**config.mk**
```make
export PLATFORM = sky130hd
export DESIGN_NAME = gamma_exponent_estimator_top
export DESIGN_NICKNAME = d
export VERILOG_FILES = /design/src/rtl/core/gee_pkg.sv /design/src/rtl/core/gee_div.sv /design/src/rtl/core/gee_log2.sv /design/src/rtl/core/gee_datapath.sv /design/src/rtl/core/gee_ctrl.sv /design/src/rtl/core/gamma_exponent_estimator_top.sv
export SDC_FILE = /design/constraint.sdc
export NUM_CORES = 2
export LEC_CHECK = 0
export ABC_AREA = 1
export BUFFER_PORTS_ARGS = -buffer_cell sky130_fd_sc_hd__buf_2
export CORE_ASPECT_RATIO = 1.4
export CORE_UTILIZATION = 40
export CTS_CLUSTER_DIAMETER = 80
export CTS_CLUSTER_SIZE = 20
export DETAILED_ROUTE_END_ITERATION = 6
export HOLD_SLACK_MARGIN = 0.02
export SETUP_SLACK_MARGIN = 0.4
export SLEW_MARGIN = 20
export SYNTH_ARGS = -nofsm -noshare
export SYNTH_HDL_FRONTEND = slang
export SYNTH_SLANG_ARGS = --single-unit
```
**constraint.sdc**
```tcl
create_clock -name i_clk -period 20.4 [get_ports i_clk]
set_clock_uncertainty 0.2 [all_clocks]
set_input_delay 4.08 -clock i_clk [delete_from_list [all_inputs] [get_ports i_clk]]
set_output_delay 4.08 -clock i_clk [all_outputs]
set_load 0.02 [all_outputs]
```
**src/rtl/core/gee_pkg.sv**
```systemverilog
package gee_pkg;

    // Widths of the shared arithmetic units.
    localparam int LOG_W  = 28;   // 4 integer bits, 24 fraction bits
    localparam int DIV_NW = 48;   // dividend and quotient width
    localparam int DIV_DW = 32;   // divisor and remainder width
    localparam int DIV_CW = 6;    // step counter width, holds DIV_NW

    // Fixed values of the estimator.
    localparam logic [19:0]       DEFAULT_Q12   = 20'd9093;
    localparam logic [19:0]       ONE_Q12       = 20'd4096;
    localparam logic [15:0]       LEVEL_MAX     = 16'hffff;
    localparam logic [23:0]       RATIO_POS_MAX = 24'h7fffff;
    localparam logic [23:0]       RATIO_NEG_MAX = 24'h800000;

    // Configuration register indexes.
    localparam logic [1:0] REG_TABLE_KIND     = 2'd0;
    localparam logic [1:0] REG_ELEMENT_FORMAT = 2'd1;
    localparam logic [1:0] REG_INDEX_BITS     = 2'd2;
    localparam logic [1:0] REG_TABLE_ENTRIES  = 2'd3;

    typedef enum logic {
        DIV_RATIO,
        DIV_MEAN
    } t_div_sel;

    typedef enum logic [1:0] {
        LOG_F,
        LOG_FMAX,
        LOG_H,
        LOG_HMAX
    } t_log_sel;

    typedef struct packed {
        logic        table_kind;
        logic [1:0]  element_format;
        logic [4:0]  index_bits;
        logic [16:0] table_entries;
    } t_cfg;

    // Commands from the controller to the datapath.
    typedef struct packed {
        logic     load;
        logic     scale;
        logic     first;
        logic     step_nsi;
        logic     advance;
        logic     finish;
        logic     div_start;
        t_div_sel div_sel;
        logic     log_start;
        t_log_sel log_sel;
    } t_cmd;

    // Status from the datapath to the controller.
    typedef struct packed {
        logic is_first;
        logic is_sample;
        logic skip;
        logic den_zero;
        logic is_last;
        logic direct;
        logic out_full;
        logic div_done;
        logic log_done;
    } t_stat;

endpackage

```
**src/rtl/core/gee_div.sv**
```systemverilog
module gee_div (
    input  logic                        i_clk,
    input  logic                        i_rst_n,
    input  logic                        i_start,
    input  logic [gee_pkg::DIV_NW-1:0]  i_dividend,
    input  logic [gee_pkg::DIV_DW-1:0]  i_divisor,
    output logic                        o_done,
    output logic [gee_pkg::DIV_NW-1:0]  o_quotient
);
    import gee_pkg::*;

    logic              r_busy;
    logic              r_done;
    logic [DIV_CW-1:0] r_cnt;
    logic [DIV_NW-1:0] r_quo;
    logic [DIV_DW-1:0] r_rem;
    logic [DIV_DW-1:0] r_div;
    logic [DIV_DW:0]   rem_sh;
    logic              ge;
    logic [DIV_DW-1:0] n_rem;

    // One restoring step: shift in the next dividend bit, subtract if it fits.
    always_comb begin
        rem_sh = {r_rem, r_quo[DIV_NW-1]};
        ge     = (rem_sh >= {1'b0, r_div});
        n_rem  = ge ? DIV_DW'(rem_sh - {1'b0, r_div}) : rem_sh[DIV_DW-1:0];
    end

    // Step control.
    always_ff @(posedge i_clk) begin
        if (!i_rst_n) begin
            r_busy <= 1'b0;
            r_done <= 1'b0;
            r_cnt  <= '0;
        end else begin
            r_done <= 1'b0;
            if (i_start && !r_busy) begin
                r_busy <= 1'b1;
                r_cnt  <= DIV_CW'(DIV_NW);
            end else if (r_busy) begin
                r_cnt <= r_cnt - 1'b1;
                if (r_cnt == DIV_CW'(1)) begin
                    r_busy <= 1'b0;
                    r_done <= 1'b1;
                end
            end
        end
    end

    // Operand and partial result registers.
    always_ff @(posedge i_clk) begin
        if (i_start && !r_busy) begin
            r_quo <= i_dividend;
            r_rem <= '0;
            r_div <= i_divisor;
        end else if (r_busy) begin
            r_quo <= {r_quo[DIV_NW-2:0], ge};
            r_rem <= n_rem;
        end
    end

    assign o_done     = r_done;
    assign o_quotient = r_quo;

endmodule

```
**src/rtl/core/gee_log2.sv**
```systemverilog
module gee_log2 (
    input  logic                       i_clk,
    input  logic                       i_rst_n,
    input  logic                       i_start,
    input  logic [15:0]                i_x,
    output logic                       o_done,
    output logic [gee_pkg::LOG_W-1:0]  o_log
);
    import gee_pkg::*;

    logic        r_busy;
    logic        r_done;
    logic [4:0]  r_cnt;
    logic [3:0]  r_e;
    logic [23:0] r_frac;
    logic [31:0] r_y;
    logic [3:0]  msb;
    logic [31:0] y_init;
    logic [63:0] sq;
    logic [32:0] sq_sh;

    // Position of the leading one and the normalized mantissa in Q1.31.
    always_comb begin
        msb = '0;
        for (int i = 0; i < 16; i++) begin
            if (i_x[i]) begin
                msb = 4'(i);
            end
        end
        y_init = {i_x, 16'b0} << (4'd15 - msb);
    end

    // One squaring step gives one fraction bit.
    always_comb begin
        sq    = r_y * r_y;
        sq_sh = sq[63:31];
    end

    always_ff @(posedge i_clk) begin
        if (!i_rst_n) begin
            r_busy <= 1'b0;
            r_done <= 1'b0;
            r_cnt  <= '0;
        end else begin
            r_done <= 1'b0;
            if (i_start && !r_busy) begin
                r_busy <= 1'b1;
                r_cnt  <= 5'd24;
            end else if (r_busy) begin
                r_cnt <= r_cnt - 1'b1;
                if (r_cnt == 5'd1) begin
                    r_busy <= 1'b0;
                    r_done <= 1'b1;
                end
            end
        end
    end

    always_ff @(posedge i_clk) begin
        if (i_start && !r_busy) begin
            r_e    <= msb;
            r_y    <= y_init;
            r_frac <= '0;
        end else if (r_busy) begin
            r_frac <= {r_frac[22:0], sq_sh[32]};
            r_y    <= sq_sh[32] ? sq_sh[32:1] : sq_sh[31:0];
        end
    end

    assign o_done = r_done;
    assign o_log  = {r_e, r_frac};

endmodule

```
**src/rtl/core/gee_datapath.sv**
```systemverilog
module gee_datapath #(
    parameter int SAMPLE_TARGET = 16,
    parameter int MAX_ENTRIES   = 65536
) (
    input  logic            i_clk,
    input  logic            i_rst_n,
    input  gee_pkg::t_cfg   i_cfg,
    input  logic            i_restart,
    input  gee_pkg::t_cmd   i_cmd,
    output gee_pkg::t_stat  o_stat,
    input  logic [31:0]     i_raw_level,
    input  logic [31:0]     i_raw_intensity,
    output logic            o_out_valid,
    input  logic            i_out_ready,
    output logic [19:0]     o_gamma_q12,
    output logic [4:0]      o_samples_used,
    output logic            o_used_default,
    output logic            o_exact_linear
);
    import gee_pkg::*;

    localparam int          CW      = $clog2(2 * SAMPLE_TARGET);
    localparam logic [16:0] ENT_MAX = 17'(MAX_ENTRIES);
    // Reciprocal of the sample target, exact for every 17-bit entry count.
    localparam int          INC_SH  = 17 + $clog2(SAMPLE_TARGET);
    localparam logic [18:0] INC_MUL = 19'(((longint'(1) << INC_SH) +
                                           longint'(SAMPLE_TARGET) - 1) /
                                          longint'(SAMPLE_TARGET));

    logic [31:0]       r_raw_level;
    logic [31:0]       r_raw_int;
    logic [15:0]       r_h;
    logic [15:0]       r_f;
    logic [16:0]       r_entry;
    logic [16:0]       r_nsi;
    logic [31:0]       r_sum;
    logic [CW-1:0]     r_cnt;
    logic              r_origin;
    logic [LOG_W-1:0]  r_lf;
    logic [LOG_W-1:0]  r_lfm;
    logic [LOG_W-1:0]  r_lh;
    logic [LOG_W-1:0]  r_lhm;
    t_div_sel          r_div_sel;
    t_log_sel          r_log_sel;
    logic              r_out_valid;
    logic [19:0]       r_gamma;
    logic [4:0]        r_samples;
    logic              r_default;
    logic              r_linear;

    logic [16:0]       n_eff;
    logic [35:0]       inc_prod;
    logic [35:0]       inc_sh;
    logic [16:0]       incr;
    logic [4:0]        bits_eff;
    logic [15:0]       maxh;
    logic [15:0]       byte_int;
    logic [15:0]       byte_lvl;
    logic [15:0]       f_fmt32;
    logic [LOG_W:0]    num;
    logic [LOG_W:0]    den;
    logic [LOG_W-1:0]  an;
    logic [LOG_W-1:0]  ad;
    logic              ratio_neg;
    logic [23:0]       ratio_mag;
    logic [31:0]       mag;
    logic              linear;
    logic [DIV_NW-1:0] div_num;
    logic [DIV_DW-1:0] div_den;
    logic [15:0]       log_x;
    logic              div_done;
    logic [DIV_NW-1:0] div_q;
    logic              log_done;
    logic [LOG_W-1:0]  log_q;
    logic [19:0]       mean_gamma;
    logic [4:0]        samples_sat;

    // Effective configuration.
    always_comb begin
        if (i_cfg.table_entries == 17'd0) begin
            n_eff = 17'd1;
        end else if (i_cfg.table_entries > ENT_MAX) begin
            n_eff = ENT_MAX;
        end else begin
            n_eff = i_cfg.table_entries;
        end
        // Sample spacing is the entry count over the target, at least one.
        inc_prod = {19'd0, n_eff} * {17'd0, INC_MUL};
        inc_sh   = inc_prod >> INC_SH;
        incr     = (inc_sh == '0) ? 17'd1 : inc_sh[16:0];
        if (i_cfg.index_bits == 5'd0) begin
            bits_eff = 5'd1;
        end else if (i_cfg.index_bits > 5'd16) begin
            bits_eff = 5'd16;
        end else begin
            bits_eff = i_cfg.index_bits;
        end
        maxh     = i_cfg.table_kind ? ~(LEVEL_MAX << bits_eff) : LEVEL_MAX;
        byte_int = {r_raw_int[7:0], r_raw_int[7:0]};
        byte_lvl = {r_raw_level[7:0], r_raw_level[7:0]};
        // A 32-bit intensity over 65537: the upper half, one less when the
        // lower half is smaller than it.
        f_fmt32  = r_raw_int[31:16] -
                   {15'd0, (r_raw_int[15:0] < r_raw_int[31:16])};
    end

    // Log differences and the saturated ratio of one sample.
    always_comb begin
        num       = {1'b0, r_lf} - {1'b0, r_lfm};
        den       = {1'b0, r_lh} - {1'b0, r_lhm};
        an        = num[LOG_W] ? LOG_W'(-num) : num[LOG_W-1:0];
        ad        = den[LOG_W] ? LOG_W'(-den) : den[LOG_W-1:0];
        ratio_neg = num[LOG_W] ^ den[LOG_W];
        if (ratio_neg) begin
            ratio_mag = (div_q > DIV_NW'(RATIO_NEG_MAX)) ? RATIO_NEG_MAX : div_q[23:0];
        end else begin
            ratio_mag = (div_q > DIV_NW'(RATIO_POS_MAX)) ? RATIO_POS_MAX : div_q[23:0];
        end
        mag    = r_sum[31] ? (32'd0 - r_sum) : r_sum;
        linear = !i_cfg.table_kind && (n_eff == 17'd2) && r_origin &&
                 (r_h == LEVEL_MAX) && (r_f == LEVEL_MAX);
    end

    // Mean of the ratios, saturated to the output range.
    always_comb begin
        if (r_sum[31]) begin
            mean_gamma = (div_q > DIV_NW'(524288)) ? 20'h80000 : (20'd0 - div_q[19:0]);
        end else begin
            mean_gamma = (div_q > DIV_NW'(524287)) ? 20'h7ffff : div_q[19:0];
        end
        samples_sat = (32'(r_cnt) > 32'd31) ? 5'd31 : 5'(r_cnt);
    end

    // Operand selection for the shared divider and logarithm units.
    always_comb begin
        case (i_cmd.div_sel)
            DIV_RATIO: begin
                div_num = DIV_NW'({an, 16'b0});
                div_den = DIV_DW'(ad);
            end
            default: begin
                div_num = DIV_NW'(mag);
                div_den = DIV_DW'({r_cnt, 4'b0});
            end
        endcase
        case (i_cmd.log_sel)
            LOG_F:    log_x = r_f;
            LOG_FMAX: log_x = LEVEL_MAX;
            LOG_H:    log_x = r_h;
            default:  log_x = maxh;
        endcase
    end

    gee_div u_div (
        .i_clk      (i_clk),
        .i_rst_n    (i_rst_n),
        .i_start    (i_cmd.div_start),
        .i_dividend (div_num),
        .i_divisor  (div_den),
        .o_done     (div_done),
        .o_quotient (div_q)
    );

    gee_log2 u_log2 (
        .i_clk   (i_clk),
        .i_rst_n (i_rst_n),
        .i_start (i_cmd.log_start),
        .i_x     (log_x),
        .o_done  (log_done),
        .o_log   (log_q)
    );

    // Run state and the output word flag.
    always_ff @(posedge i_clk) begin
        if (!i_rst_n) begin
            r_entry     <= '0;
            r_nsi       <= '0;
            r_sum       <= '0;
            r_cnt       <= '0;
            r_origin    <= 1'b0;
            r_out_valid <= 1'b0;
        end else begin
            if (r_out_valid && i_out_ready) begin
                r_out_valid <= 1'b0;
            end
            if (i_restart) begin
                r_entry  <= '0;
                r_nsi    <= '0;
                r_sum    <= '0;
                r_cnt    <= '0;
                r_origin <= 1'b0;
            end else begin
                if (i_cmd.first) begin
                    r_nsi    <= incr >> 1;
                    r_origin <= (r_h == 16'd0) && (r_f == 16'd0);
                end
                if (i_cmd.step_nsi) begin
                    r_nsi <= r_nsi + incr;
                end
                if (i_cmd.advance) begin
                    r_entry <= r_entry + 17'd1;
                end
                if (div_done && r_div_sel == DIV_RATIO) begin
                    r_sum <= ratio_neg ? (r_sum - 32'(ratio_mag)) : (r_sum + 32'(ratio_mag));
                    r_cnt <= r_cnt + 1'b1;
                end
                if (i_cmd.finish || (div_done && r_div_sel == DIV_MEAN)) begin
                    r_entry     <= '0;
                    r_nsi       <= '0;
                    r_sum       <= '0;
                    r_cnt       <= '0;
                    r_origin    <= 1'b0;
                    r_out_valid <= 1'b1;
                end
            end
        end
    end

    // Payload registers.
    always_ff @(posedge i_clk) begin
        if (i_cmd.load) begin
            r_raw_level <= i_raw_level;
            r_raw_int   <= i_raw_intensity;
        end
        if (i_cmd.scale) begin
            if (i_cfg.element_format == 2'd0) begin
                r_f <= byte_int;
            end else if (i_cfg.element_format[1]) begin
                r_f <= f_fmt32;
            end else begin
                r_f <= r_raw_int[15:0];
            end
            if (i_cfg.table_kind) begin
                r_h <= r_entry[15:0];
            end else begin
                r_h <= (i_cfg.element_format == 2'd0) ? byte_lvl : r_raw_level[15:0];
            end
        end
        if (i_cmd.div_start) begin
            r_div_sel <= i_cmd.div_sel;
        end
        if (i_cmd.log_start) begin
            r_log_sel <= i_cmd.log_sel;
        end
        if (log_done) begin
            case (r_log_sel)
                LOG_F:    r_lf  <= log_q;
                LOG_FMAX: r_lfm <= log_q;
                LOG_H:    r_lh  <= log_q;
                default:  r_lhm <= log_q;
            endcase
        end
        if (i_cmd.finish) begin
            r_gamma   <= linear ? ONE_Q12 : DEFAULT_Q12;
            r_samples <= '0;
            r_default <= !linear;
            r_linear  <= linear;
        end else if (div_done && r_div_sel == DIV_MEAN) begin
            r_gamma   <= mean_gamma;
            r_samples <= samples_sat;
            r_default <= 1'b0;
            r_linear  <= 1'b0;
        end
    end

    // Status back to the controller.
    always_comb begin
        o_stat.is_first  = (r_entry == 17'd0);
        o_stat.is_sample = (r_entry == r_nsi);
        o_stat.skip      = (r_h == 16'd0) || (r_f == 16'd0) || (r_h == maxh);
        o_stat.den_zero  = (den == '0);
        o_stat.is_last   = ({1'b0, r_entry} + 18'd1) >= {1'b0, n_eff};
        o_stat.direct    = linear || (r_cnt == '0);
        o_stat.out_full  = r_out_valid;
        o_stat.div_done  = div_done;
        o_stat.log_done  = log_done;
    end

    assign o_out_valid    = r_out_valid;
    assign o_gamma_q12    = r_gamma;
    assign o_samples_used = r_samples;
    assign o_used_default = r_default;
    assign o_exact_linear = r_linear;

endmodule

```
**src/rtl/core/gee_ctrl.sv**
```systemverilog
module gee_ctrl (
    input  logic            i_clk,
    input  logic            i_rst_n,
    input  logic            i_in_valid,
    output logic            o_in_ready,
    input  gee_pkg::t_stat  i_stat,
    output gee_pkg::t_cmd   o_cmd
);
    import gee_pkg::*;

    typedef enum logic [3:0] {
        S_IDLE,
        S_SCALE,
        S_FIRST,
        S_CHECK,
        S_LOG,
        S_RATIO,
        S_RDIV,
        S_END,
        S_MDIV
    } t_state;

    t_state   r_state;
    t_state   n_state;
    t_log_sel r_lsel;
    t_log_sel n_lsel;
    t_cmd     cmd;

    // Next state and commands.
    always_comb begin
        n_state       = r_state;
        n_lsel        = r_lsel;
        cmd           = '0;
        cmd.div_sel   = DIV_RATIO;
        cmd.log_sel   = r_lsel;
        unique case (r_state)
            S_IDLE: begin
                if (i_in_valid) begin
                    cmd.load = 1'b1;
                    n_state  = S_SCALE;
                end
            end
            S_SCALE: begin
                cmd.scale = 1'b1;
                n_state   = S_FIRST;
            end
            S_FIRST: begin
                // The first entry of a run sets the sample position.
                if (i_stat.is_first) begin
                    cmd.first = 1'b1;
                end
                n_state = S_CHECK;
            end
            S_CHECK: begin
                if (i_stat.is_sample) begin
                    cmd.step_nsi = 1'b1;
                    if (i_stat.skip) begin
                        n_state = S_END;
                    end else begin
                        cmd.log_start = 1'b1;
                        cmd.log_sel   = LOG_F;
                        n_lsel        = LOG_F;
                        n_state       = S_LOG;
                    end
                end else begin
                    n_state = S_END;
                end
            end
            S_LOG: begin
                // Four logarithms in turn: f, full scale, h, maximum level.
                if (i_stat.log_done) begin
                    unique case (r_lsel)
                        LOG_F: begin
                            cmd.log_start = 1'b1;
                            cmd.log_sel   = LOG_FMAX;
                            n_lsel        = LOG_FMAX;
                        end
                        LOG_FMAX: begin
                            cmd.log_start = 1'b1;
                            cmd.log_sel   = LOG_H;
                            n_lsel        = LOG_H;
                        end
                        LOG_H: begin
                            cmd.log_start = 1'b1;
                            cmd.log_sel   = LOG_HMAX;
                            n_lsel        = LOG_HMAX;
                        end
                        default: begin
                            n_state = S_RATIO;
                        end
                    endcase
                end
            end
            S_RATIO: begin
                if (i_stat.den_zero) begin
                    n_state = S_END;
                end else begin
                    cmd.div_start = 1'b1;
                    cmd.div_sel   = DIV_RATIO;
                    n_state       = S_RDIV;
                end
            end
            S_RDIV: begin
                if (i_stat.div_done) begin
                    n_state = S_END;
                end
            end
            S_END: begin
                if (!i_stat.is_last) begin
                    cmd.advance = 1'b1;
                    n_state     = S_IDLE;
                end else if (!i_stat.out_full) begin
                    if (i_stat.direct) begin
                        cmd.finish = 1'b1;
                        n_state    = S_IDLE;
                    end else begin
                        cmd.div_start = 1'b1;
                        cmd.div_sel   = DIV_MEAN;
                        n_state       = S_MDIV;
                    end
                end
            end
            S_MDIV: begin
                if (i_stat.div_done) begin
                    n_state = S_IDLE;
                end
            end
            default: begin
                n_state = S_IDLE;
            end
        endcase
    end

    // State register.
    always_ff @(posedge i_clk) begin
        if (!i_rst_n) begin
            r_state <= S_IDLE;
            r_lsel  <= LOG_F;
        end else begin
            r_state <= n_state;
            r_lsel  <= n_lsel;
        end
    end

    assign o_in_ready = (r_state == S_IDLE);
    assign o_cmd      = cmd;

endmodule

```
**src/rtl/core/gamma_exponent_estimator_top.sv**
```systemverilog
// Gamma exponent estimator. Calibration table entries arrive one word at a time on
// the slave stream; after the last entry of a run one result word leaves on the master
// stream with the mean power-law exponent in signed Q8.12, or a fixed value if no
// sample was taken or the table is exactly linear. One entry is taken at a time. An
// unsampled entry runs neither unit, whatever the element width. A sampled entry that
// is not skipped adds four runs of the 24-step squaring logarithm unit and, unless the
// h difference is zero, one run of the 48-step serial divider for the ratio; the last
// entry adds a divider run for the mean unless the value is fixed. A new entry is taken
// while the previous result still waits on the master side; only the last entry of a
// run holds until that result has left. Any register write restarts the current run.
module gamma_exponent_estimator_top #(
    parameter int SAMPLE_TARGET = 16,
    parameter int MAX_ENTRIES   = 65536
) (
    input  logic        i_clk,
    input  logic        i_rst_n,
    input  logic        s_axis_tvalid,
    output logic        s_axis_tready,
    input  logic [63:0] s_axis_tdata,   // raw_level[31:0], raw_intensity[63:32]
    output logic        m_axis_tvalid,
    input  logic        m_axis_tready,
    output logic [31:0] m_axis_tdata,   // gamma_q12[19:0], samples_used[24:20], zeros
    output logic [1:0]  m_axis_tuser,   // used_default[0], exact_linear[1]
    input  logic        psel,
    input  logic        penable,
    input  logic        pwrite,
    input  logic [3:0]  paddr,
    input  logic [31:0] pwdata,
    output logic [31:0] prdata,
    output logic        pready
);
    import gee_pkg::*;

    t_cfg        r_cfg;
    logic        cfg_we;
    logic [1:0]  reg_idx;
    t_cmd        cmd;
    t_stat       stat;
    logic [19:0] gamma_q12;
    logic [4:0]  samples_used;
    logic        used_default;
    logic        exact_linear;

    assign pready  = 1'b1;
    assign cfg_we  = psel && penable && pwrite;
    assign reg_idx = paddr[3:2];

    // Configuration registers.
    always_ff @(posedge i_clk) begin
        if (!i_rst_n) begin
            r_cfg.table_kind     <= 1'b0;
            r_cfg.element_format <= 2'd1;
            r_cfg.index_bits     <= 5'd8;
            r_cfg.table_entries  <= 17'd256;
        end else if (cfg_we) begin
            unique case (reg_idx)
                REG_TABLE_KIND:     r_cfg.table_kind     <= pwdata[0];
                REG_ELEMENT_FORMAT: r_cfg.element_format <= pwdata[1:0];
                REG_INDEX_BITS:     r_cfg.index_bits     <= pwdata[4:0];
                default:            r_cfg.table_entries  <= pwdata[16:0];
            endcase
        end
    end

    // Register read back.
    always_comb begin
        unique case (reg_idx)
            REG_TABLE_KIND:     prdata = 32'(r_cfg.table_kind);
            REG_ELEMENT_FORMAT: prdata = 32'(r_cfg.element_format);
            REG_INDEX_BITS:     prdata = 32'(r_cfg.index_bits);
            default:            prdata = 32'(r_cfg.table_entries);
        endcase
    end

    gee_ctrl u_ctrl (
        .i_clk      (i_clk),
        .i_rst_n    (i_rst_n),
        .i_in_valid (s_axis_tvalid),
        .o_in_ready (s_axis_tready),
        .i_stat     (stat),
        .o_cmd      (cmd)
    );

    gee_datapath #(
        .SAMPLE_TARGET (SAMPLE_TARGET),
        .MAX_ENTRIES   (MAX_ENTRIES)
    ) u_datapath (
        .i_clk           (i_clk),
        .i_rst_n         (i_rst_n),
        .i_cfg           (r_cfg),
        .i_restart       (cfg_we),
        .i_cmd           (cmd),
        .o_stat          (stat),
        .i_raw_level     (s_axis_tdata[31:0]),
        .i_raw_intensity (s_axis_tdata[63:32]),
        .o_out_valid     (m_axis_tvalid),
        .i_out_ready     (m_axis_tready),
        .o_gamma_q12     (gamma_q12),
        .o_samples_used  (samples_used),
        .o_used_default  (used_default),
        .o_exact_linear  (exact_linear)
    );

    assign m_axis_tdata = {7'b0, samples_used, gamma_q12};
    assign m_axis_tuser = {exact_linear, used_default};

endmodule
```
==> impl_metrics.env <==
export IMPL_netlist_area_um2=60230
export IMPL_floorplan_core_area_um2=149700
export IMPL_crit_fanout=36
export IMPL_cp_required_ns=20.54
export IMPL_cts_buffer_depth=3
export IMPL_synthSimpleGateAreaFrac=0.1498
export IMPL_cts_made_buffers=39
export IMPL_synth_ff_type="edfxtp_1"
export IMPL_synthMuxAreaShare=0.0003740
export IMPL_critical_path_startpoint_type="register"
export IMPL_setup_worst_path_end_class="register"
export IMPL_grt_overflow=0
export IMPL_yosysWarningCount=0
export IMPL_async_flop_share=0
export IMPL_drt_total_wl_mm=153.8
export IMPL_crit_path_max_incr_delay_ns=1.07
export IMPL_yosysSeqAreaShare=0.2239
export IMPL_worst_setup_path_type="register to register"
export IMPL_nFillCells=14999
export IMPL_setup_violations_final=0
export IMPL_status="finished, final reports clean"
export IMPL_htree_levels=2
export IMPL_ys_top_cells_by_count="inv_1, nand2_1, fa_1"
export IMPL_grtUsageTotal=0.2064
export IMPL_r2r_cells=34
export IMPL_final_period_utilization=0.5187
export IMPL_via_per_inst=5.081
export IMPL_detail_route_wl_per_cell_um=16.78
export IMPL_cts_root_buf="clkbuf_16"
export IMPL_antenna_found_initial=1
export IMPL_die_area_um2=152100
export IMPL_crit_arrival_ns=10.72
export IMPL_globalRouteMet2Util=0.3900
export IMPL_diodes=0
export IMPL_grt_pass1_wl_mm=249.6
export IMPL_worstMarginPinSlew_ns=1.097
export IMPL_drcViolationCount=0
export IMPL_vias=46575
export IMPL_avgSynthCellArea_um2=8.387
export IMPL_grt_busiest_layer="met2"
export IMPL_die_height_um=461.1
export IMPL_drv_slew=0
export IMPL_start_util=0.4024
export IMPL_yosysTopAreaCell="fa_1"
export IMPL_grt_util_met1=0.2420
export IMPL_fmax_mhz=94.51
export IMPL_fin_nets=8548
export IMPL_relSlewSlack=0.2687
export IMPL_seqCellArea_um2=13480
export IMPL_finalHoldViolations=0
export IMPL_rsz0062_at_grt="no"
export IMPL_tns_ns=0
export IMPL_hold_path_class="register to register"
export IMPL_cts_sinks=509
export IMPL_min_path_cells=2
export IMPL_synth_compound_area_share=0.1047
export IMPL_grt_max_degree=75
export IMPL_synth_seq_cells=509
export IMPL_synth_most_common_cell="inv_1"
export IMPL_drtAntennaViolNets=0
export IMPL_synth_xor_area_frac=0.03345
export IMPL_portBuffers=119
export IMPL_area_growth_syn_to_layout_pct=6.445
export IMPL_synth_area_top_cells="fa_1, edfxtp_1, inv_1, ha_1, nand2_1"
export IMPL_use_met3=0.01998
export IMPL_ys_types=73
export IMPL_synth_top_family_by_area="adder cells"
export IMPL_cts_setup_buffers=0
export IMPL_ioPinCount=176
export IMPL_drt_initial_drc_count=2644
export IMPL_clk_latency_ns=0.60
export IMPL_synth_top_area_frac=0.2696
export IMPL_post_route_min_period_ns=10.58
export IMPL_multi_input_area_um2=39390
export IMPL_crit_slowest_cell="edfxtp_1"
export IMPL_grt_pass1_vias=48128
export IMPL_gp_congestion=0.9223
export IMPL_die_w_um=329.9
export IMPL_cts_resized=0
export IMPL_max_cap_violations=0
export IMPL_cpMostUsedCell="nand2_1"
export IMPL_clkSlewWorstSetupHoldPaths_ns=0.08
export IMPL_drive_gt1_frac=0.05200
export IMPL_synthAdderAreaFrac=0.3629
export IMPL_rows=168
export IMPL_cts_tree="done"
export IMPL_ctsHoldBuffers=0
export IMPL_dpl_hpwl_mm=120.4
export IMPL_dr_pass1_iters=6
export IMPL_syn_inst=7181
export IMPL_synth_edff_count=329
cells in the final DEF (no fill, tap or decap), drive strengths merged, types with 20 or more instances in the layout:
cell type,instances
clkbuf,49
ha,449
buf,180
nand3,227
o31ai,21
a31oi,45
edfxtp,329
o21ai,390
a21oi,449
xnor2,89
dfxtp,180
nor4,38
inv,1721
nor2,459
nand2,1185
or2,42
o22ai,35
o211ai,30
nor3,89
conb,23
fa,811
a211oi,20
o21a,20
xor2,141
nand4,62
critical path: cells and delay by family, from the launching register on:
family	cells	cell delay, ns
adder cells (fa/ha/maj)	9	4.43
flip-flops	1	1.07
AND/OR/NAND/NOR	11	1.08
AO/OA/AOI/OAI	6	1.93
buffers and inverters	8	1.59
sequential cells by signal, indices dropped and copies added (netlist names), 32 cells and up:
name and cells:
u_datapath.u_div.r_rem 32, u_datapath.u_div.o_quotient 48, u_datapath.r_sum 32, u_datapath.r_raw_int 32
u_datapath.u_log2.r_y 32
cell families (layout without fill, tap and decap cells):
family          after synthesis  in the layout
mux                           2              2
other cells                   2             23
flops                       509            509
fa+ha+maj                  1260           1260
xor+xnor                    230            230
buf+inv                    1954           1964
compound gates             1102           1102
simple gates               2122           2122
area by class of cell:
class,instances,area share
Tap cell,1955,0.03816
Clock inverter,23,0.004489
Timing Repair Buffer,180,0.01643
Clock buffer,49,0.01581
Inverter,1712,0.1004
Sequential cell,509,0.2103
Multi-Input combinational cell,4739,0.6144
per-stage QoR:
| step | utilization | instances | cell area (um2) | setup slack, ns | hold WS [ns] |
|---|---|---|---|---|---|
| CTS | 0.4283 | 9167 | 64110 | 9.837 | 0.2904 |
| detailed placement | 0.4196 | 9095 | 62810 | 9.842 | 0.2763 |
| global placement | 0.4196 | 9095 | 62810 | 9.805 | 0.2664 |
| floorplan | - | 7202 | 60300 | 11.32 | 0.2511 |
| global route | 0.4283 | 9167 | 64110 | 9.258 | 0.3121 |
| finish | 0.4283 | 9167 | 64110 | 9.819 | 0.2880 |
per-layer routing:
layer	share of wire	up-vias
li1	-	22447
met1	0.39	22798
met2	0.53	1047
met3	0.041	283
met4	0.034	0
met5	0	-
path summary, 6_finish.rpt:
path | to | slack (ns) | from
worst min register to register | u_datapath.u_div.r_rem[18]$_SDFFE_PP0P_ | 0.29 | u_datapath.u_div.r_rem[18]$_SDFFE_PP0P_
worst max register to register | u_datapath.u_log2.r_y[20]$_DFFE_PP_ | 9.82 | u_datapath.u_log2.r_y[5]$_SDFFCE_PP0P_
worst min-delay path | u_datapath.u_div.r_rem[18]$_SDFFE_PP0P_ | 0.29 | u_datapath.u_div.r_rem[18]$_SDFFE_PP0P_
worst max-delay path | u_datapath.u_log2.r_y[20]$_DFFE_PP_ | 9.82 | u_datapath.u_log2.r_y[5]$_SDFFCE_PP0P_
Power is left out: the tool's default activity adds up to more than one toggle a clock period on the data nets, which glitch-free logic cannot reach.
